### src/rtl/core/chs_pkg.sv
`default_nettype none

package chs_pkg;

  localparam int BUCKETS_DEF    = 10;
  localparam int POOL_NODES_DEF = 64;
  localparam int KEY_BITS_DEF   = 32;
  localparam int KEY_PORT_W     = 32;

  localparam logic REQ_INSERT = 1'b0;
  localparam logic REQ_SEARCH = 1'b1;

  typedef enum logic [2:0] {
    S_CLEAR,
    S_IDLE,
    S_MOD,
    S_HEAD_RD,
    S_INSERT,
    S_LOAD,
    S_TEST,
    S_CMP
  } state_t;

  typedef struct packed {
    logic clear_wr;
    logic load_req;
    logic mod_step;
    logic head_rd;
    logic insert;
    logic load_cursor;
    logic node_rd;
    logic follow;
    logic finish;
    logic res_found;
    logic res_stored;
  } ctl_cmd_t;

  typedef struct packed {
    logic clear_last;
    logic mod_last;
    logic is_search;
    logic full;
    logic cur_valid;
    logic key_match;
  } ctl_status_t;

endpackage

`default_nettype wire

### src/rtl/core/chs_ctrl.sv
`default_nettype none

module chs_ctrl
  import chs_pkg::*;
(
  input  wire logic        clk,
  input  wire logic        rst,
  input  wire logic        start,
  input  wire ctl_status_t status,
  output ctl_cmd_t         cmd,
  output logic             busy
);

  state_t state;
  state_t state_next;

  always_ff @(posedge clk) begin
    if (rst) begin
      state <= S_CLEAR;
    end else begin
      state <= state_next;
    end
  end

  always_comb begin
    state_next = state;
    case (state)
      S_CLEAR: begin
        if (status.clear_last) state_next = S_IDLE;
      end
      S_IDLE: begin
        if (start) state_next = S_MOD;
      end
      S_MOD: begin
        if (status.mod_last) state_next = S_HEAD_RD;
      end
      S_HEAD_RD: begin
        state_next = (status.is_search == REQ_SEARCH) ? S_LOAD : S_INSERT;
      end
      S_INSERT: begin
        state_next = S_IDLE;
      end
      S_LOAD: begin
        state_next = S_TEST;
      end
      S_TEST: begin
        state_next = status.cur_valid ? S_CMP : S_IDLE;
      end
      S_CMP: begin
        state_next = status.key_match ? S_IDLE : S_TEST;
      end
      default: begin
        state_next = S_IDLE;
      end
    endcase
  end

  always_comb begin
    cmd  = '0;
    busy = 1'b1;
    case (state)
      S_CLEAR: begin
        cmd.clear_wr = 1'b1;
      end
      S_IDLE: begin
        busy         = 1'b0;
        cmd.load_req = start;
      end
      S_MOD: begin
        cmd.mod_step = 1'b1;
      end
      S_HEAD_RD: begin
        cmd.head_rd = 1'b1;
      end
      S_INSERT: begin
        cmd.insert     = !status.full;
        cmd.finish     = 1'b1;
        cmd.res_stored = !status.full;
      end
      S_LOAD: begin
        cmd.load_cursor = 1'b1;
      end
      S_TEST: begin
        if (status.cur_valid) begin
          cmd.node_rd = 1'b1;
        end else begin
          cmd.finish = 1'b1;
        end
      end
      S_CMP: begin
        if (status.key_match) begin
          cmd.finish    = 1'b1;
          cmd.res_found = 1'b1;
        end else begin
          cmd.follow = 1'b1;
        end
      end
      default: begin
        busy = 1'b1;
      end
    endcase
  end

endmodule

`default_nettype wire

### src/rtl/core/chs_datapath.sv
`default_nettype none

module chs_datapath
  import chs_pkg::*;
#(
  parameter int BUCKETS    = BUCKETS_DEF,
  parameter int POOL_NODES = POOL_NODES_DEF,
  parameter int KEY_BITS   = KEY_BITS_DEF
) (
  input  wire logic                  clk,
  input  wire logic                  rst,
  input  wire logic                  req_type,
  input  wire logic [KEY_PORT_W-1:0] key,
  input  wire ctl_cmd_t              cmd,
  output ctl_status_t                status,
  output logic                       done,
  output logic                       found,
  output logic                       stored
);

  localparam int KW        = (KEY_BITS < KEY_PORT_W) ? KEY_BITS : KEY_PORT_W;
  localparam int MOD_STEPS = 2;
  localparam int SCW       = (MOD_STEPS > 1) ? $clog2(MOD_STEPS) : 1;
  localparam int RW        = $clog2(BUCKETS);
  localparam int PW        = $clog2(POOL_NODES);
  localparam int QS        = KW + RW;
  localparam int PRW       = 2 * KW + 1;
  localparam logic [63:0]   RECIP_L    =
    ((64'd1 << QS) + 64'(BUCKETS) - 64'd1) / 64'(BUCKETS);
  localparam logic [KW:0]   RECIP      = RECIP_L[KW:0];
  localparam logic [RW-1:0] BUCKETS_LO = RW'(BUCKETS);
  localparam logic [PW:0]  POOL_W     = (PW + 1)'(POOL_NODES);
  localparam logic [RW-1:0] CLR_LAST  = RW'(BUCKETS - 1);
  localparam logic [SCW-1:0] MOD_LAST = SCW'(MOD_STEPS - 1);

  logic [KW-1:0]  key_q;
  logic           req_q;
  logic [PRW-1:0] prod;
  logic [RW-1:0]  quot_lo;
  logic [SCW-1:0] step_cnt;
  logic [RW-1:0]  bucket;
  logic [RW-1:0]  clr_cnt;
  logic [PW:0]    nodes_used;
  logic [PW:0]    head_q;
  logic [PW:0]    cur;
  logic [KW-1:0]  node_key_q;
  logic [PW:0]    link_q;

  logic [PW:0]    head_mem [BUCKETS];
  logic [KW-1:0]  node_key_mem [POOL_NODES];
  logic [PW:0]    node_link_mem [POOL_NODES];

  // remainder by the bucket count: reciprocal multiply, then the low quotient bits
  always_comb begin
    quot_lo = RW'(KW'(prod >> QS));
  end

  always_ff @(posedge clk) begin
    if (cmd.load_req) begin
      key_q    <= key[KW-1:0];
      req_q    <= req_type;
      step_cnt <= '0;
    end else if (cmd.mod_step) begin
      prod     <= PRW'(key_q) * PRW'(RECIP);
      step_cnt <= step_cnt + 1'b1;
      bucket   <= RW'(key_q) - quot_lo * BUCKETS_LO;
    end
  end

  always_ff @(posedge clk) begin
    if (rst) begin
      clr_cnt    <= '0;
      nodes_used <= '0;
    end else begin
      if (cmd.clear_wr) clr_cnt <= clr_cnt + 1'b1;
      if (cmd.insert) nodes_used <= nodes_used + 1'b1;
    end
  end

  always_ff @(posedge clk) begin
    if (cmd.clear_wr) begin
      head_mem[clr_cnt] <= '0;
    end else if (cmd.insert) begin
      head_mem[bucket] <= {1'b1, nodes_used[PW-1:0]};
    end
    if (cmd.head_rd) head_q <= head_mem[bucket];
  end

  always_ff @(posedge clk) begin
    if (cmd.insert) begin
      node_key_mem[nodes_used[PW-1:0]]  <= key_q;
      node_link_mem[nodes_used[PW-1:0]] <= head_q;
    end
    if (cmd.node_rd) begin
      node_key_q <= node_key_mem[cur[PW-1:0]];
      link_q     <= node_link_mem[cur[PW-1:0]];
    end
  end

  always_ff @(posedge clk) begin
    if (cmd.load_cursor) begin
      cur <= head_q;
    end else if (cmd.follow) begin
      cur <= link_q;
    end
  end

  always_ff @(posedge clk) begin
    if (rst) begin
      done <= 1'b0;
    end else begin
      done <= cmd.finish;
    end
  end

  always_ff @(posedge clk) begin
    found  <= cmd.res_found;
    stored <= cmd.res_stored;
  end

  always_comb begin
    status.clear_last = (clr_cnt == CLR_LAST);
    status.mod_last   = (step_cnt == MOD_LAST);
    status.is_search  = req_q;
    status.full       = (nodes_used == POOL_W);
    status.cur_valid  = cur[PW];
    status.key_match  = (node_key_q == key_q);
  end

  a_pool_bound: assert property (@(posedge clk) disable iff (rst)
    nodes_used <= POOL_W)
    else $error("node count past pool size");

  a_no_insert_full: assert property (@(posedge clk) disable iff (rst)
    cmd.insert |-> !status.full && cmd.finish)
    else $error("node written with pool full");

  a_one_flag: assert property (@(posedge clk) disable iff (rst)
    done |-> !(found && stored))
    else $error("found and stored together");

  a_done_pulse: assert property (@(posedge clk) disable iff (rst)
    done |=> !done)
    else $error("result strobe on back to back cycles");

  a_insert_count: assert property (@(posedge clk) disable iff (rst)
    cmd.insert |=> nodes_used == $past(nodes_used) + 1'b1)
    else $error("node count not advanced on insert");

endmodule

`default_nettype wire

### src/rtl/core/chained_hash_set_core.sv
// insert: strobes its result after the bucket remainder (reciprocal multiply, then
//   low-bit fixup), a head read and a link write
// search: after the head read, a node memory read then a compare for each chain node,
//   on a hit or a miss; a new beat is taken in the strobe cycle
// reset: a clearing pass writes every bucket head empty, one per cycle, with busy high;
//   the receiver cannot stall, the result beat lasts one cycle
`default_nettype none

module chained_hash_set_core
  import chs_pkg::*;
#(
  parameter int BUCKETS    = BUCKETS_DEF,
  parameter int POOL_NODES = POOL_NODES_DEF,
  parameter int KEY_BITS   = KEY_BITS_DEF
) (
  input  wire logic                  clk,
  input  wire logic                  rst,
  input  wire logic                  start,
  output logic                       busy,
  input  wire logic                  req_type,
  input  wire logic [KEY_PORT_W-1:0] key,
  output logic                       done,
  output logic                       found,
  output logic                       stored
);

  ctl_cmd_t    cmd;
  ctl_status_t status;

  chs_ctrl u_ctrl (
    .clk    (clk),
    .rst    (rst),
    .start  (start),
    .status (status),
    .cmd    (cmd),
    .busy   (busy)
  );

  chs_datapath #(
    .BUCKETS    (BUCKETS),
    .POOL_NODES (POOL_NODES),
    .KEY_BITS   (KEY_BITS)
  ) u_datapath (
    .clk      (clk),
    .rst      (rst),
    .req_type (req_type),
    .key      (key),
    .cmd      (cmd),
    .status   (status),
    .done     (done),
    .found    (found),
    .stored   (stored)
  );

endmodule

`default_nettype wire
### config.mk
export PLATFORM = sky130hd
export DESIGN_NAME = chained_hash_set_core
export DESIGN_NICKNAME = d
export VERILOG_FILES = /design/src/rtl/core/chs_pkg.sv /design/src/rtl/core/chs_ctrl.sv /design/src/rtl/core/chs_datapath.sv /design/src/rtl/core/chained_hash_set_core.sv
export SDC_FILE = /design/constraint.sdc
export NUM_CORES = 2
export LEC_CHECK = 0
export ABC_AREA = 1
export BUFFER_PORTS_ARGS = -buffer_cell sky130_fd_sc_hd__buf_2
export CORE_MARGIN = 8
export CORE_UTILIZATION = 25
export CTS_CLUSTER_SIZE = 28
export DETAILED_ROUTE_END_ITERATION = 7
export MAX_ROUTING_LAYER = met4
export REMOVE_ABC_BUFFERS = 1
export SYNTH_ARGS = -nofsm -noshare
export SYNTH_HDL_FRONTEND = slang
export SYNTH_HIERARCHICAL = 1
export SYNTH_SLANG_ARGS = --single-unit
export TNS_END_PERCENT = 20
### constraint.sdc
create_clock -name clk -period 10.25 [get_ports clk]
set_input_delay 1.5375 -clock clk [delete_from_list [all_inputs] [get_ports clk]]
set_output_delay 1.5375 -clock clk [all_outputs]
set_load 0.02 [all_outputs]
---- After elaboration in Yosys (flattened, before gate mapping) ----
Memories as Yosys holds them, arrays and structs flattened. A register that Yosys moved wholly into a read port is not among the register bits.
Index checks and enable logic that the tools add are counted.
word-level totals
  register bits after elaboration ......... 101
  RAM bits ................................ 2,566
  input port bits ......................... 36
  output and inout bits ................... 4
  memories kept ........................... 3
memory list
  memory                    depth  bits a word  read ports  clocked after memory_dff  write ports  line                source
  u_datapath.node_key_mem   64     32           1           1                         1            chs_datapath.sv:50  logic [KW-1:0] node_key_mem [POOL_NODES];
  u_datapath.node_link_mem  64     7            1           1                         1            chs_datapath.sv:51  logic [PW:0] node_link_mem [POOL_NODES];
  u_datapath.head_mem       10     7            1           1                         1            chs_datapath.sv:49  logic [PW:0] head_mem [BUCKETS];
operators by class
  add/sub/neg operators ................... 4
  $mul .................................... 2
  equal/unequal tests ..................... 13
  multiplexer cells ....................... 32
  bitwise gates (word level) .............. 1
  reductions and logical operators ........ 6
operators with widths
  kind                                                                    count
  32-bit by 32-bit multiplier with 39-bit output (second input constant)  1
  32-bit == test                                                          1
  3-bit one-hot mux with 8 select lines                                   1
  7-bit 2-to-1 mux                                                        3
  1-bit 2-to-1 mux                                                        20
  3-bit 2-to-1 mux                                                        5
  3-bit == test (second input constant)                                   4
  7-bit by 1-bit adder with 7-bit output (second input constant)          1
  7-bit == test (second input constant)                                   1
  7-bit OR reduction                                                      1
  3-bit by 2-bit == test with 1-bit output (second input constant)        2
  4-bit by 1-bit adder with 4-bit output (second input constant)          1
  4-bit == test (second input constant)                                   1
  4-bit by 3-bit multiplier with 3-bit output (second input constant)     1
  4-bit 2-to-1 mux                                                        1
  2-bit != test (second input constant)                                   2
  4-bit subtractor                                                        1
  3-bit by 1-bit == test with 1-bit output (second input constant)        1
  3-bit logical NOT                                                       1
  1-bit one-hot mux with 3 select lines                                   1
  3-bit AND reduction                                                     1
  2-bit 2-to-1 mux                                                        1
  2-bit by 1-bit != test with 1-bit output (second input constant)        1
  2-bit AND reduction                                                     1
  other kinds (4)                                                         4

---- Depth between registers and ports, before layout ----
  word-level depth ........................ 8
  depth in mapped cells ................... 28
  mapped depth without buffers ............ 28

---- Cells and area by module ----
The synthesis kept the hierarchy.
modules (own cells, without submodules)
  module        times used  cells each  area an instance (sq um)  seq. area each (sq um)
  chs_datapath  1           9,430       116,270.3                 80,146.9
  chs_ctrl      1           47          296.5                     60.1

---- Least setup slack after synthesis ----
OpenSTA, ideal clock, no wires.
  path kind ............................... register to register
  start ................................... register u_datapath.key_q[13]
  end ..................................... register u_datapath.prod[38], data pin
  data arrival time ....................... 6.317 ns
  setup slack ............................. 3.680 ns
  stages on the path, launching flop included .. 25
  clock period less this slack ............ 6.570 ns
  cells stage by stage .................... edfxtp_1 ha_1 inv_1 fa_1 inv_1 fa_1 inv_1 fa_1 inv_1 fa_1 fa_1 fa_1 inv_1 fa_1 inv_1 ha_1 nand2_1 nor2_1 nand4_1 nor3_1 nand3b_1 inv_1 nor2_1 nand3_1 nand2_1
on the way
  cells in the longest elaborated chain, start to end .. 1
ends and longest elaborated chain
  element                                         line                source
  start: declaration                              chs_datapath.sv:36  logic [KW-1:0] key_q;
  start signal: assignment                        chs_datapath.sv:60  key_q <= key[KW-1:0];
  32-bit by 32-bit multiplier with 39-bit output  chs_datapath.sv:64  prod <= PRW'(key_q) * PRW'(RECIP);
  end signal: assignment                          chs_datapath.sv:64
  end: declaration                                chs_datapath.sv:38  logic [PRW-1:0] prod;
No other way between the ends.
A chain may end at the register's enable or synchronous reset.

---- Worst setup path after layout ----
Ends and elaborated chain as after synthesis.

==> metrics.md <==
| Metric | Value |
|---|---|
| Post-synthesis sequential area ratio | 0.6881 |
| Setup bufs post-CTS | 0 |
| Core ar. | 463,900 µm² |
| Ratio of routed vias to standard cells | 4.831 |
| Async SR Flop Fraction | 0 |
| Routed Antenna Nets | 0 |
| Synthesis Warnings | 6 |
| DRT Pass-1 Iters | 6 |
| Root Driver | clkbuf_16 |
| Layout net count | 9,919 |
| Final instance area | 132,700 µm² |
| Worst clock skew | 0.07260 ns |
| Final worst slack | 3.185 ns |
| Final Instance Count excl. Fillers | 15,830 |
| F_max | 141.6 MHz |
| RSZ-0062 raised after global routing | false |
| Commonest non-fill, non-tap cells in the layout | edfxtp_1, nand2_1, o21ai_0, nand3_1, nor2_1 |
| Power per cell area | 165.6 nW/µm² |
| CP Class | reg2reg |
| Avg Cell Area, Syn | 12.30 µm² |
| Area of the multi-input gates | 31,600 µm² |
| Main synth FF type | edfxtp_1 |
| Most common cell after layout, fill and taps aside | edfxtp_1 |
| DR vias | 76,450 |
| Register area | 80,210 µm² |
| Initial core utilization | 0.2513 |
| Number of buffers added on ports | 39 |
| Mapped cell area | 116,600 µm² |
| Layout fillers | 46,840 |
| Hold Path Class | reg2reg |
| Layout cells sized above 1 | 0.07237 |
| Post-CTS sizing | 0 |
| Initial antenna violation count | 13 |
| Worst EP required | 10.84 ns |
| CTS Hold Bufs | 0 |
| Placed Cells | 15,310 |
| Vias in the first global route | 71,690 |
| Setup crit end kind | register |
| DR WL/cell | 22.39 µm |
| Total power | 21.98 mW |
| Post-synth EDFFs | 2,659 |
| Max Slew Vio Count | 0 |
| Worst-Margin Slew | 1.249 ns |
| Status | completed |
| Clock sink count | 2,677 |
| Slew headroom | 0.1666 |
| CTS H-tree lvls | 5 |
| Remaining global-route overflow | 0 |
| Reg clk slew, reported paths | 0.07 ns |
| Synth Register Bits | 2,677 |
| Worst vdd ir | 146.8 µV |
| Top Ports | 40 |
| # rows | 250 |
| Die H | 698.8 µm |
| WL final | 354.3 mm |
| Number of DRC markers in iteration 0 | 9,551 |
| Full die area | 488,400 µm² |
| Total GRT Usage | 0.1420 |
| CTS tree | yes |
| Placer Congestion | 0.9207 |
| Crit path time final | 7.065 ns |
| Period utilization | 0.6892 |
| Mapped Cells | 9,477 |
| Final hold viol count | 0 |
| DP Area | 123,900 µm² |
| Width of the die | 698.8 µm |
| CP max FO | 66 |
| Max Cap Viol | 0 |
| Startpoint Class | register |
| Leakage | 45.90 nW |
| DP HPWL | 189.0 mm |
| Skew-Pair Late Insertion Delay | 0.87 ns |
| Final setup violation count | 0 |
| Place WS | 3.218 ns |
| Crit path DAT | 7.65 ns |
| CTS Buffer Depth | 4 |
| Synth-to-Final Area Change | 13.87% |
| DRC | 0 |
| First-pass GRT wire length | 508.5 mm |
| Largest net degree at the start of global routing | 190 |
| TritonCTS buffer count | 289 |
| Distinct cell type count after synthesis | 41 |
| Post-route setup TNS | 0 ns |
==> stage by stage <==
step                hold slack, ns    util
detailed placement          0.4948  0.2670
finish                      0.5086  0.2861
global route                0.5312  0.2861
global placement            0.4900  0.2670
CTS                         0.5148  0.2861
floorplan                   0.4802       -
==> layer usage <==
layer / vias up / routed length [µm] / global-route usage
met4: 0 / 12390 / 0.04581
li1: 33570 / - / -
met2: 3842 / 161600 / 0.2191
met1: 38420 / 147800 / 0.1925
met3: 615 / 32480 / 0.02120
met5: - / 0 / -
==> state kept, by name, summed over array words and instances (netlist names) <==
register and flops:
u_datapath/head_q 7, u_datapath/link_q 7, u_datapath/node_link_mem 448, u_datapath/node_key_q 32
u_datapath/nodes_used 7, u_datapath/head_mem 70, u_datapath/step_cnt 1, u_datapath/req_q 1
u_datapath/node_key_mem 2048, u_datapath/done 1, u_datapath/stored 1, u_datapath/key_q 32
u_datapath/clr_cnt 4, u_ctrl/state 3, u_datapath/found 1, u_datapath/cur 7
u_datapath/prod 3, u_datapath/bucket 4
==> area by class of cell <==
class | instances | area share
Antenna cell | 7 | 0.0001320
Clock buffer | 356 | 0.05773
Clock inverter | 156 | 0.008993
Inverter | 688 | 0.01970
Multi-Input combinational cell | 5549 | 0.2381
Sequential cell | 2677 | 0.6043
Tap cell | 6174 | 0.05820
Timing Repair Buffer | 219 | 0.01288
==> report_power, final <==
group | internal (mW) | switching [mW] | total, mW
Sequential | 11.9 | 0.00442 | 11.9
Combinational | 0.0562 | 0.0999 | 0.156
Clock | 5.68 | 4.27 | 9.95
Total | 17.6 | 4.38 | 22.0
==> Yosys cell counts, drive strengths merged, types with 9 or more instances <==
library cell | n | area [µm²]
xor2 | 21 | 183.9
clkbuf | 275 | 1033
fa | 257 | 5145
ha | 202 | 2527
dfxtp | 18 | 360.4
nor2 | 962 | 3621
o221ai | 9 | 78.83
nor3 | 28 | 151.4
a21oi | 268 | 1341
edfxtp | 2659 | 79850
nand2 | 1322 | 4962
o21ai | 1071 | 5364
buf | 288 | 1619
xnor2 | 24 | 210.2
nand3 | 935 | 4679
o22ai | 403 | 2521
inv | 684 | 2567
nand4 | 11 | 68.82
==> path summary, 6_finish.rpt <==
check / startpoint / end / slack [ns] / cells after the start
worst max-delay path: u_datapath/key_q[13] / u_datapath/prod[38] / 3.19 / 25
worst min-delay path: u_datapath/link_q[4] / u_datapath/cur[4] / 0.51 / 2
worst max register to register: u_datapath/key_q[13] / u_datapath/prod[38] / 3.19 / 25
worst min register to register: u_datapath/link_q[4] / u_datapath/cur[4] / 0.51 / 2
==> worst max-delay path: stages (launching register included) <==
cell and delay, ns:
edfxtp_1 0.48, buf_4 0.59, ha_1 0.33, inv_1 0.12, fa_1 0.56, inv_1 0.06, fa_1 0.44, fa_1 0.46
fa_1 0.50, inv_1 0.06, fa_1 0.57, inv_1 0.08, fa_1 0.55, inv_1 0.07, fa_1 0.51, inv_1 0.06
ha_1 0.38, nand2_1 0.11, nor2_1 0.15, nand4_1 0.13, nor3_1 0.22, nand3b_1 0.16, inv_1 0.08, nor2_1 0.05
nand3_1 0.07, nand2_1 0.04
==> cells by family after synthesis <==
kind of cell / synth area share
simple gates: 0.1166
flops: 0.6881
compound gates: 0.08050
buf+inv: 0.04491
fa+ha+maj: 0.06582
xor+xnor: 0.003381
mux: 0.0006870
No activity file was read; power rests on OpenSTA's default activity.
